## config.mk

```make
export PLATFORM = sky130hd
export DESIGN_NAME = column_scan_box_placer
export DESIGN_NICKNAME = d
export VERILOG_FILES = /design/src/rtl/csbp_pkg.sv /design/src/rtl/csbp_regs.sv /design/src/rtl/csbp_dp.sv /design/src/rtl/csbp_ctrl.sv /design/src/rtl/column_scan_box_placer.sv
export VERILOG_INCLUDE_DIRS = /design/src /design/src/rtl
export SDC_FILE = /design/constraint.sdc
export NUM_CORES = 2
export LEC_CHECK = 0
export ABC_CLOCK_PERIOD_IN_PS = 11400
export BUFFER_PORTS_ARGS = -buffer_cell sky130_fd_sc_hd__buf_2
export CORE_MARGIN = 1
export CORE_UTILIZATION = 63
export CTS_BUF_LIST = sky130_fd_sc_hd__clkbuf_16
export CTS_CLUSTER_DIAMETER = 80
export CTS_CLUSTER_SIZE = 24
export DETAILED_ROUTE_END_ITERATION = 8
export PLACE_DENSITY = 0.8
export SLEW_MARGIN = 20
export SYNTH_ARGS = -nofsm -noshare
export SYNTH_HDL_FRONTEND = slang
export SYNTH_SLANG_ARGS = --single-unit
```

## constraint.sdc

```tcl
create_clock -name clk -period 11.4 [get_ports clk]
set_input_delay 0.57 -clock clk [delete_from_list [all_inputs] [get_ports clk]]
set_output_delay 0.57 -clock clk [all_outputs]
set_load 0.05 [all_outputs]
```

## src/rtl/column_scan_box_placer_defines.svh

```systemverilog
// Assertion helpers for the column scan box placer.
// Both expect clk and arst_n in the scope where they are used.
`ifndef COLUMN_SCAN_BOX_PLACER_DEFINES_SVH
`define COLUMN_SCAN_BOX_PLACER_DEFINES_SVH

// Condition checked at every clock edge outside reset.
`define CSBP_ASSERT_NOW(lbl, cond, msg) \
	lbl: assert property (@(posedge clk) disable iff (!arst_n) (cond)) else $error(msg);

// Consequence checked in the cycle after the antecedent.
`define CSBP_ASSERT_NEXT(lbl, ante, cons, msg) \
	lbl: assert property (@(posedge clk) disable iff (!arst_n) (ante) |=> (cons)) else $error(msg);

`endif

```

## src/rtl/csbp_pkg.sv

```systemverilog
package csbp_pkg;

	localparam int unsigned MAX_BOXES_DEF = 64;
	localparam int unsigned COORD_W = 9;
	localparam int unsigned APB_AW = 4;
	localparam int unsigned APB_DW = 32;

	// register indexes (paddr[3:2])
	localparam logic [1:0] REG_START_X = 2'd0;
	localparam logic [1:0] REG_COLUMN_STEP = 2'd1;
	localparam logic [1:0] REG_ROW_STEP = 2'd2;

	localparam logic [COORD_W-1:0] START_X_RST = 9'd4;
	localparam logic [COORD_W-1:0] COLUMN_STEP_RST = 9'd8;
	localparam logic [COORD_W-1:0] ROW_STEP_RST = 9'd8;

	typedef struct packed {
		logic [COORD_W-1:0] start_x;
		logic [COORD_W-1:0] column_step;
		logic [COORD_W-1:0] row_step;
	} csbp_cfg_t;

	typedef struct packed {
		logic load;
		logic fail;
		logic place;
		logic scan_first;
		logic scan_run;
		logic advance;
		logic emit;
	} csbp_cmd_t;

	typedef struct packed {
		logic failed;
		logic full;
		logic empty;
		logic bounds_ok;
		logic hit;
		logic clear_done;
		logic x_over;
	} csbp_stat_t;

	// stored box: left edge, bottom edge in half units, width, height
	typedef struct packed {
		logic [8:0] x;
		logic [9:0] y2;
		logic [8:0] w;
		logic [8:0] h;
	} csbp_entry_t;

endpackage

```

## src/rtl/csbp_regs.sv

```systemverilog
module csbp_regs import csbp_pkg::*; (
	input  logic              clk,
	input  logic              arst_n,
	input  logic              psel,
	input  logic              penable,
	input  logic              pwrite,
	input  logic [APB_AW-1:0] paddr,
	input  logic [APB_DW-1:0] pwdata,
	output logic [APB_DW-1:0] prdata,
	output logic              pready,
	output csbp_cfg_t         cfg
);

	csbp_cfg_t cfg_q;
	logic      wr_en;
	logic [1:0] reg_idx;

	assign pready  = 1'b1;
	assign wr_en   = psel & penable & pwrite & pready;
	assign reg_idx = paddr[3:2];
	assign cfg     = cfg_q;

	always_ff @(posedge clk or negedge arst_n) begin
		if (!arst_n) begin
			cfg_q.start_x     <= START_X_RST;
			cfg_q.column_step <= COLUMN_STEP_RST;
			cfg_q.row_step    <= ROW_STEP_RST;
		end else if (wr_en) begin
			case (reg_idx)
				REG_START_X:     cfg_q.start_x     <= pwdata[COORD_W-1:0];
				REG_COLUMN_STEP: cfg_q.column_step <= pwdata[COORD_W-1:0];
				REG_ROW_STEP:    cfg_q.row_step    <= pwdata[COORD_W-1:0];
				default: ;
			endcase
		end
	end

	always_comb begin
		case (reg_idx)
			REG_START_X:     prdata = APB_DW'(cfg_q.start_x);
			REG_COLUMN_STEP: prdata = APB_DW'(cfg_q.column_step);
			REG_ROW_STEP:    prdata = APB_DW'(cfg_q.row_step);
			default:         prdata = '0;
		endcase
	end

endmodule

```

## src/rtl/csbp_dp.sv

```systemverilog
module csbp_dp import csbp_pkg::*; #(
	parameter int unsigned MAX_BOXES = MAX_BOXES_DEF
) (
	input  logic               clk,
	input  logic               arst_n,
	input  csbp_cfg_t          cfg,
	input  csbp_cmd_t          cmd,
	input  logic               new_layout,
	input  logic [COORD_W-1:0] box_width,
	input  logic [COORD_W-1:0] box_height,
	output csbp_stat_t         stat,
	output logic               out_placed,
	output logic [COORD_W-1:0] out_left_x,
	output logic [COORD_W-1:0] out_center_y
);

	localparam int unsigned AW = (MAX_BOXES > 1) ? $clog2(MAX_BOXES) : 1;
	localparam int unsigned CW = $clog2(MAX_BOXES + 1);
	localparam logic signed [10:0] Y_TOP = 11'sd400;
	localparam logic signed [10:0] Y_BOTTOM = -11'sd400;

	logic [9:0]         x_q;
	logic signed [10:0] y_q;
	logic [8:0]         w_q;
	logic [8:0]         h_q;
	logic [CW-1:0]      count_q;
	logic               failed_q;
	logic [CW-1:0]      rd_idx_q;

	csbp_entry_t mem [MAX_BOXES];
	csbp_entry_t rdata_s1;
	logic        rvalid_s1;
	logic        rlast_s1;

	logic       res_placed_q;
	logic [8:0] res_x_q;
	logic [8:0] res_y_q;
	logic       out_placed_q;
	logic [8:0] out_x_q;
	logic [8:0] out_y_q;

	logic signed [11:0] bot2;
	logic signed [11:0] top2;
	logic [10:0]        right;
	logic [8:0]         cand_x;
	logic [9:0]         cand_y2;
	logic [9:0]         cand_h2;
	logic               ox;
	logic               oy;
	logic               overlap;
	logic               issue;
	logic [CW-1:0]      issue_idx;
	logic [8:0]         rs;
	logic [8:0]         cs;
	logic signed [10:0] y_dec;
	csbp_entry_t        new_entry;

	// candidate edges; vertical edges in half units
	assign bot2  = $signed({y_q, 1'b0}) - $signed({3'b000, h_q});
	assign top2  = $signed({y_q, 1'b0}) + $signed({3'b000, h_q});
	assign right = {1'b0, x_q} + {2'b00, w_q};

	assign cand_x  = x_q[8:0];
	assign cand_y2 = bot2[9:0];
	assign cand_h2 = {h_q, 1'b0};

	// strict overlap against the entry read last cycle
	always_comb begin
		if (cand_x < rdata_s1.x)
			ox = ({1'b0, cand_x} + {1'b0, w_q}) > {1'b0, rdata_s1.x};
		else
			ox = ({1'b0, rdata_s1.x} + {1'b0, rdata_s1.w}) > {1'b0, cand_x};
		if (cand_y2 < rdata_s1.y2)
			oy = ({1'b0, cand_y2} + {1'b0, cand_h2}) > {1'b0, rdata_s1.y2};
		else
			oy = ({1'b0, rdata_s1.y2} + {1'b0, rdata_s1.h, 1'b0}) > {1'b0, cand_y2};
	end
	assign overlap = ox & oy;

	assign issue     = cmd.scan_first | (cmd.scan_run & (rd_idx_q < count_q));
	assign issue_idx = cmd.scan_first ? '0 : rd_idx_q;

	assign rs    = (cfg.row_step == '0) ? 9'd1 : cfg.row_step;
	assign cs    = (cfg.column_step == '0) ? 9'd1 : cfg.column_step;
	assign y_dec = y_q - $signed({2'b00, rs});

	assign new_entry.x  = cand_x;
	assign new_entry.y2 = cand_y2;
	assign new_entry.w  = w_q;
	assign new_entry.h  = h_q;

	assign stat.failed     = failed_q;
	assign stat.full       = count_q >= CW'(MAX_BOXES);
	assign stat.empty      = count_q == '0;
	assign stat.bounds_ok  = (x_q != '0) && (right < 11'd400) && (bot2 > 12'sd0)
		&& (top2 < 12'sd800);
	assign stat.hit        = rvalid_s1 & overlap;
	assign stat.clear_done = rvalid_s1 & rlast_s1 & ~overlap;
	assign stat.x_over     = x_q > 10'd400;

	assign out_placed   = out_placed_q;
	assign out_left_x   = out_x_q;
	assign out_center_y = out_y_q;

	always_ff @(posedge clk) begin
		if (cmd.place)
			mem[count_q[AW-1:0]] <= new_entry;
		if (issue)
			rdata_s1 <= mem[issue_idx[AW-1:0]];
	end

	always_ff @(posedge clk or negedge arst_n) begin
		if (!arst_n) begin
			count_q   <= '0;
			failed_q  <= 1'b0;
			rd_idx_q  <= '0;
			rvalid_s1 <= 1'b0;
			rlast_s1  <= 1'b0;
		end else begin
			rvalid_s1 <= issue;
			if (issue) begin
				rlast_s1 <= issue_idx == (count_q - CW'(1));
				rd_idx_q <= issue_idx + CW'(1);
			end
			if (cmd.load && new_layout) begin
				count_q  <= '0;
				failed_q <= 1'b0;
			end
			if (cmd.fail)
				failed_q <= 1'b1;
			if (cmd.place)
				count_q <= count_q + CW'(1);
		end
	end

	always_ff @(posedge clk) begin
		if (cmd.load) begin
			x_q <= {1'b0, cfg.start_x};
			y_q <= Y_TOP;
			w_q <= box_width;
			h_q <= box_height;
		end else if (cmd.advance) begin
			if (y_dec < Y_BOTTOM) begin
				y_q <= Y_TOP;
				x_q <= x_q + {1'b0, cs};
			end else begin
				y_q <= y_dec;
			end
		end
		if (cmd.fail) begin
			res_placed_q <= 1'b0;
			res_x_q      <= '0;
			res_y_q      <= '0;
		end else if (cmd.place) begin
			res_placed_q <= 1'b1;
			res_x_q      <= cand_x;
			res_y_q      <= y_q[8:0];
		end
		if (cmd.emit) begin
			out_placed_q <= res_placed_q;
			out_x_q      <= res_x_q;
			out_y_q      <= res_y_q;
		end
	end

endmodule

```

## src/rtl/csbp_ctrl.sv

```systemverilog
module csbp_ctrl import csbp_pkg::*; (
	input  logic       clk,
	input  logic       arst_n,
	input  logic       s_tvalid,
	output logic       s_tready,
	output logic       m_tvalid,
	input  logic       m_tready,
	input  csbp_stat_t stat,
	output csbp_cmd_t  cmd
);

	typedef enum logic [2:0] {
		IDLE,
		START,
		CAND,
		SCAN,
		ADV,
		FIN
	} state_t;

	state_t state_q;
	state_t state_d;
	logic   m_tvalid_q;
	logic   out_free;

	assign s_tready = state_q == IDLE;
	assign m_tvalid = m_tvalid_q;
	assign out_free = ~m_tvalid_q | m_tready;

	always_comb begin
		cmd     = '0;
		state_d = state_q;
		case (state_q)
			IDLE: begin
				if (s_tvalid) begin
					cmd.load = 1'b1;
					state_d  = START;
				end
			end
			START: begin
				if (stat.failed || stat.full) begin
					cmd.fail = 1'b1;
					state_d  = FIN;
				end else begin
					state_d = CAND;
				end
			end
			CAND: begin
				if (!stat.bounds_ok) begin
					state_d = ADV;
				end else if (stat.empty) begin
					cmd.place = 1'b1;
					state_d   = FIN;
				end else begin
					cmd.scan_first = 1'b1;
					state_d        = SCAN;
				end
			end
			SCAN: begin
				if (stat.hit) begin
					state_d = ADV;
				end else if (stat.clear_done) begin
					cmd.place = 1'b1;
					state_d   = FIN;
				end else begin
					cmd.scan_run = 1'b1;
				end
			end
			ADV: begin
				if (stat.x_over) begin
					cmd.fail = 1'b1;
					state_d  = FIN;
				end else begin
					cmd.advance = 1'b1;
					state_d     = CAND;
				end
			end
			FIN: begin
				if (out_free) begin
					cmd.emit = 1'b1;
					state_d  = IDLE;
				end
			end
			default: state_d = IDLE;
		endcase
	end

	always_ff @(posedge clk or negedge arst_n) begin
		if (!arst_n) begin
			state_q    <= IDLE;
			m_tvalid_q <= 1'b0;
		end else begin
			state_q <= state_d;
			if (cmd.emit)
				m_tvalid_q <= 1'b1;
			else if (m_tready)
				m_tvalid_q <= 1'b0;
		end
	end

endmodule

```

## src/rtl/column_scan_box_placer.sv

```systemverilog
// Flow from beat accepted to result valid: a box is refused at once if the layout has failed
// or the store is full; otherwise candidates are tried in turn, each one outside the square or
// overlapping a stored box is skipped, and the first clear one is placed (at once if empty).
// Throughput: one box at a time, one stored box compared per cycle; unit steps give up to
// about 320000 candidates; a result waits in the output register.
// Reset (arst_n low, asynchronous): store empty, failure flag clear, registers to defaults.
`include "column_scan_box_placer_defines.svh"

module column_scan_box_placer import csbp_pkg::*; #(
	parameter int unsigned MAX_BOXES = MAX_BOXES_DEF
) (
	input  logic              clk,
	input  logic              arst_n,
	input  logic              s_tvalid,
	output logic              s_tready,
	input  logic [23:0]       s_tdata,  // [8:0] box_width, [17:9] box_height
	input  logic              s_tuser,  // [0] new_layout
	output logic              m_tvalid,
	input  logic              m_tready,
	output logic [23:0]       m_tdata,  // [8:0] left_x, [17:9] center_y
	output logic              m_tuser,  // [0] placed
	input  logic              psel,
	input  logic              penable,
	input  logic              pwrite,
	input  logic [APB_AW-1:0] paddr,
	input  logic [APB_DW-1:0] pwdata,
	output logic [APB_DW-1:0] prdata,
	output logic              pready
);

	csbp_cfg_t          cfg;
	csbp_cmd_t          cmd;
	csbp_stat_t         stat;
	logic [COORD_W-1:0] left_x;
	logic [COORD_W-1:0] center_y;
	logic               out_in_square;

	csbp_regs u_regs (
		.clk     (clk),
		.arst_n  (arst_n),
		.psel    (psel),
		.penable (penable),
		.pwrite  (pwrite),
		.paddr   (paddr),
		.pwdata  (pwdata),
		.prdata  (prdata),
		.pready  (pready),
		.cfg     (cfg)
	);

	csbp_ctrl u_ctrl (
		.clk      (clk),
		.arst_n   (arst_n),
		.s_tvalid (s_tvalid),
		.s_tready (s_tready),
		.m_tvalid (m_tvalid),
		.m_tready (m_tready),
		.stat     (stat),
		.cmd      (cmd)
	);

	csbp_dp #(
		.MAX_BOXES (MAX_BOXES)
	) u_dp (
		.clk          (clk),
		.arst_n       (arst_n),
		.cfg          (cfg),
		.cmd          (cmd),
		.new_layout   (s_tuser),
		.box_width    (s_tdata[8:0]),
		.box_height   (s_tdata[17:9]),
		.stat         (stat),
		.out_placed   (m_tuser),
		.out_left_x   (left_x),
		.out_center_y (center_y)
	);

	assign m_tdata = {6'b000000, center_y, left_x};

	assign out_in_square = (left_x < 9'd400) && (center_y != 9'd0) && (center_y < 9'd400);

	`CSBP_ASSERT_NOW(a_no_write_when_full, !(stat.full && cmd.place), "write into full box store")
	`CSBP_ASSERT_NEXT(a_busy_after_accept, s_tvalid && s_tready, !s_tready, "beat taken while busy")
	`CSBP_ASSERT_NOW(a_placed_inside, !(m_tvalid && m_tuser) || out_in_square, "box outside square")
	`CSBP_ASSERT_NOW(a_fail_zero, !(m_tvalid && !m_tuser) || m_tdata == 24'd0, "fail with position")

endmodule
```

-- After elaboration in Yosys (flattened, before gate mapping)
Memories as Yosys holds them, arrays and structs flattened. A register that Yosys moved wholly into a read port is not among the register bits.
Cells that the tools add are included.
- $lt $le $gt $ge: 13
- reductions and logical operators: 22
- multiplexer cells: 46
- add/subtract/negate cells: 12
- equal/unequal tests: 11
- bitwise logic cells: 11
- operators with widths (cell ; count):
    $mux W9 ; 5
    $pmux W9 S3 ; 1
    $mux W1 ; 24
    $mux W3 ; 8
    $add A10 B10 Y11 ; 2
    $gt A11 B10 Y1 ; 2
    $mux W7 ; 3
    $add A9 B9 Y10 ; 2
    $gt A10 B9 Y1 ; 2
    $logic_not A9 Y1 ; 2
    $pmux W3 S6 ; 1
    $add A7 B1 Y7 const B ; 2
    $add A12 B10 Y12 ; 1
    $gt A12 B1 Y1 const B ; 1
    $lt A12 B11 Y1 const B ; 1
    $sub A12 B10 Y12 ; 1
    $add A10 B9 Y11 ; 1
    $lt A11 B10 Y1 const B ; 1
    $lt A11 B9 Y1 const B ; 1
    $mux W11 ; 1
    $sub A11 B10 Y11 ; 1
    $add A10 B9 Y10 ; 1
    $gt A10 B9 Y1 const B ; 1
    $lt A10 B10 Y1 ; 1
    27 further kinds ; 49
- memories: 1
- output and inout bits: 60
- bits in writable memories: 2368
- register bits after elaboration: 125
- word-level logic and storage cells: 137
- memory list (name ; depth ; width ; read ports ; clocked after memory_dff ; wr ports ; line ; text):
    u_dp.mem ; 64 ; 37 ; 1 ; 1 ; 1 ; csbp_dp.sv:30 ; csbp_entry_t mem [MAX_BOXES];

-- Logic depth before layout (Yosys ltp)
- word-level depth: 12
- mapped depth: 26
- depth with buffers taken out: 24

-- Hierarchy
A second synthesis with hierarchy kept.
- cells, all modules: 6055
- area total of the unflattened synthesis: 101173.3 um^2
- by module, submodules not included (module ; seq. area each (um^2) ; instances ; area each (um^2) ; cells each):
    csbp_dp ; 72694.7 ; 1 ; 99301.5 ; 5889
    csbp_regs ; 679.4 ; 1 ; 1446.4 ; 117
    csbp_ctrl ; 100.1 ; 1 ; 376.6 ; 42
    column_scan_box_placer ; 0.0 ; 1 ; 48.8 ; 7

-- Worst setup path before layout
OpenSTA, ideal clock, no wires.
- path kind: register -> register
- start point: register u_dp.h_q[2]
- end point: memory u_dp.mem[10][10] (netlist bit), enable pin
- arrival time: 8.899 ns
- stages on the path, launching flop included: 25
- setup time: 0.429 ns
- slack: 2.072 ns
- path through: edfxtp_1 -> inv_1 -> ha_1 -> or2_2 -> o22a_1 -> xnor2_1 -> ha_1 -> inv_1 -> nor2_1 -> nor2_1 -> o21bai_1 -> a21oi_1 -> xnor2_1 -> ha_1 -> and3_1 -> a2111oi_0 -> a21oi_1 -> a311oi_1 -> mux2_2 -> or2_2 -> a21boi_1 -> buf_2 -> or4_1 -> buf_2 -> nor2_1
- cells in the longest elaborated chain, start to end: 12
- elaborated cells on any way between the ends: 21
- ends and longest elaborated chain (what ; line ; text):
    start, declared ; csbp_dp.sv:25 ; logic [8:0] h_q;
    start signal, assigned ; csbp_dp.sv:141 ; h_q <= box_height;
    $sub A12 B10 Y12 * ; csbp_dp.sv:59 ; assign bot2 = $signed({y_q, 1'b0}) - $signed({3'b000, h_q});
    named net u_dp.bot2[4] ; csbp_dp.sv:42 ; logic signed [11:0] bot2;
    $add A10 B10 Y11 ; csbp_dp.sv:74 ; oy = ({1'b0, cand_y2} + {1'b0, cand_h2}) > {1'b0, rdata_s1.y2};
    $gt A11 B10 Y1 ; csbp_dp.sv:74 ;
    $mux W1 ; csbp_dp.sv:73 ; if (cand_y2 < rdata_s1.y2)
    $and A1 B1 Y1 ; csbp_dp.sv:78 ; assign overlap = ox & oy;
    $not A1 Y1 ; csbp_dp.sv:98 ; assign stat.clear_done = rvalid_s1 & rlast_s1 & ~overlap;
    $and A1 B1 Y1 ; csbp_dp.sv:98 ;
    $mux W1 ; csbp_ctrl.sv:62 ; end else if (stat.clear_done) begin
    $mux W1 ; csbp_ctrl.sv:60 ; if (stat.hit) begin
    $pmux W1 S2 * ; csbp_ctrl.sv:33 ; case (state_q)
    $mux W1 * ; csbp_dp.sv:106 ; if (cmd.place)
    $mux W1 (not written as such) * ; csbp_dp.sv:107 ; mem[count_q[AW-1:0]] <= new_entry;
    end, declared ; csbp_dp.sv:30 ;
The timed path passes the listed nets; every way through them passes the cells marked *.

-- Worst setup path in the final report
- start point: register u_dp.h_q[3]
- end point: memory u_dp.mem[58][34] (netlist bit), enable pin
Same word-level chain as after synthesis.

==> results.txt <==
GRT Overall Usage: 32.9%
# clock sinks: 2,465
crit path max fanout: 67
Synth Flop Type: edfxtp_1
Clk pwr share: 18.3%
Period minus WS final: 8580 ps
Ports: 128
CTS tree: built
Pint: 15.9 mW
Leak Pwr: 34.9 nW
WL final: 272 mm
# DRC: 0
NetSw: 9.26 mW
reg-to-reg slack, setup: 2820 ps
CTS buffer count: 116
Rows: 147
die area: 164,000 µm²
Final GP Congestion: 0.933
DR iter-0 viols: 8,831
core area: 161,000 µm²
global-route wire length before repair: 389 mm
CP arrival: 8990 ps
Post-CTS Setup Bufs: 0
sequential share of the synthesized area: 71.8%
CP Capture Type: register
Via-to-Cell Ratio: 7.03
Yosys reg bits: 2,465
max-cap viol count: 0
Antenna Violating Nets Remaining: 0
Worst Hold Class: in2reg
run status: finished, final reports clean
die height: 405 µm
WP data required: 11,810 ps
YS warnings: 0
final setup vio count: 0
Filler Cells Inserted: 10,300
RSZ-0062 raised after global routing: no
Crit-path slowest cell: or4_1
setup TNS: 0 ps
commonest non-fill, non-tap cells in the layout: 2,386 x edfxtp_1, 370 x mux2i_1, 366 x o21ai_0
max incr delay on CP: 1000 ps
post-synth top area share: 70.0%
drt wl/cell: 31.4 µm
Final Cycle Share: 75.3%
clk_skew: 35.3 ps
synthesis-to-layout area growth: 6.77%
CP startpoint kind: register
Clk pin slew, worst setup/hold paths: 100 ps
Die Wd: 405 µm
Slew HR: 16.7%
Syn Inst Count: 6,472
EDFF count, synth: 2,386
Max rail drop VDD: 265 µV
Design Power: 25.1 mW
kind of critical path: reg2reg
largest cells by area after synthesis: edfxtp_1 70%, mux2i_1 3.6%, mux4_2 3.1%
clk root buf: clkbuf_16
pwr dens: 230 nW/µm²
nets: 6,657
cell taking the most area after synthesis: edfxtp_1
1st-pass router iterations: 7
Post-synth ARST share: 1.95%
worst-path cell chain: buf_4, inv_1, ha_1, o2111ai_1, and3_1, or3_1, xnor2_2, buf_4, inv_1, ha_1, and3_1, a2111oi_0, a21oi_1, a2111oi_0, mux2_2, or2_2, a21boi_4, buf_4, or4_1, nor2_4, buf_4
Final Hold Fails: 0
Synth Cell Area: 102,000 µm²
Place WS: 3080 ps
H-tree levels: 3
Max Freq: 117 MHz
Skew-Pair Late Insertion Delay: 800 ps
Logic pwr share: 36.5%
clock tree buffer depth: 3
Yosys cell types: 100
largest net degree at the start of global routing: 152
Final Core Density: 67.9%
total number of vias: 60,900
grt total ovfl: 0
most frequent cell on the critical path: buf_4
Worst-Margin Slew: 1250 ps
final worst slack: 2820 ps
Mean Syn Cell Area: 15.8 µm²
vias in the first global route: 58,800
Initial Util: 63.6%
most common cell after layout, fill and taps aside: edfxtp_1
share of cells above drive strength 1: 13.7%
switch share: 36.8%
IO Port Bufs: 66
Max Slew Vio Count: 0
antenna violations before repair: 10
hold buffer count at CTS: 19
CTS resizes: 0
Flop pwr share: 45.1%
Detail Placement HPWL: 155 mm
final cells by class:
class / instances / area [µm²] / share of cell area [%]
repair buffers: 278 / 2140 / 1.96
clock inverters: 48 / 313 / 0.286
multi-input cells: 3473 / 27300 / 25.0
diodes: 3 / 7.51 / 0.00687
inverters: 112 / 424 / 0.388
clock buffers: 118 / 2950 / 2.70
well taps: 2160 / 2700 / 2.47
flip-flops and latches: 2465 / 73500 / 67.2
routing by layer:
metal / vias to the layer above / track usage, % / wire [µm]
li1: 25400 / - / -
met1: 30500 / 42.0 / 93900
met2: 4091 / 51.9 / 128000
met3: 813 / 7.73 / 31700
met4: 8 / 19.1 / 18200
met5: - / 0 / 49
power by group through the flow:
stage          Clock, mW  Sequential (mW)  Combinational [mW]
2_1_floorplan          0             11.8                5.56
3_3_place_gp           0             11.5                8.58
3_5_place_dp           0             11.5                8.86
4_1_cts             4.62             11.3                8.91
5_1_grt             4.89             11.4                9.66
6_report            4.61             11.3                9.18
registers in the layout, summed over array words and instances (netlist names), 3 cells and up:
| name | count |
|---|---|
| u_ctrl.state_q | 3 |
| u_dp.count_q | 7 |
| u_dp.w_q | 9 |
| u_dp.out_left_x | 9 |
| u_dp.y_q | 11 |
| u_dp.res_y_q | 9 |
| u_dp.out_center_y | 9 |
| u_dp.h_q | 9 |
| u_dp.rdata_s1 | 36 |
| u_dp.x_q | 10 |
| u_dp.res_x_q | 9 |
| u_dp.mem | 2304 |
| u_dp.rd_idx_q | 7 |
| u_regs.cfg | 27 |
critical path, delay by kind of cell (launching register included):
| family | cells | cell delay [ps] |
|---|---|---|
| buf+inv | 6 | 2690 |
| simple gates | 6 | 2200 |
| compound gates | 5 | 1560 |
| fa+ha+maj | 2 | 860 |
| flops | 1 | 330 |
| mux | 1 | 300 |
| xor+xnor | 1 | 130 |
through the flow:
stage | hold slack, ps | std cells | area [µm²]
global route | 29.6 | 8654 | 109000
floorplan | 274 | 6500 | 102000
CTS | 6.53 | 8641 | 109000
finish | 50.0 | 8657 | 109000
global placement | 416 | 8453 | 106000
detailed placement | 417 | 8456 | 106000
path summary, 6_finish.rpt:
| kind | startpoint | cells past startpoint | to |
|---|---|---|---|
| min in group asynchronous | arst_n | 3 | u_regs.cfg[0] |
| min reg2reg | u_dp.res_y_q[6] | 0 | u_dp.out_center_y[6] |
| min | pwdata[5] | 3 | u_regs.cfg[5] |
| max in group asynchronous | arst_n | 3 | u_dp.rd_idx_q[1] |
| max | u_dp.h_q[3] | 21 | u_dp.mem[58][34] |
| max reg2reg | u_dp.h_q[3] | 21 | u_dp.mem[58][34] |
Yosys cell counts, types with 86 or more instances:
cell	count
a221oi_1	86
clkbuf_1	269
o211ai_1	95
nand3_1	137
mux4_2	141
nor2b_1	108
o22ai_1	99
nand2_1	298
mux2_2	210
mux2i_1	370
nor2_1	230
a21oi_1	353
edfxtp_1	2386
o221ai_1	104
inv_1	106
ha_1	136
o21ai_0	366
cell families (layout without fill, tap and decap cells):
logic type               count (synthesis)  after routing  share of synthesized area (%)
adder cells (fa/ha/maj)                143            143                           1.80
multiplexers                           721            721                           9.03
buffers and inverters                  562            556                           2.40
other                                    2             33                        0.00734
flip-flops                            2465           2465                           71.8
XOR/XNOR                                61             61                          0.522
AO/OA/AOI/OAI                         1551           1551                           10.0
AND/OR/NAND/NOR                        967            967                           4.46
Note: power is estimated with default switching activity, not from simulation.
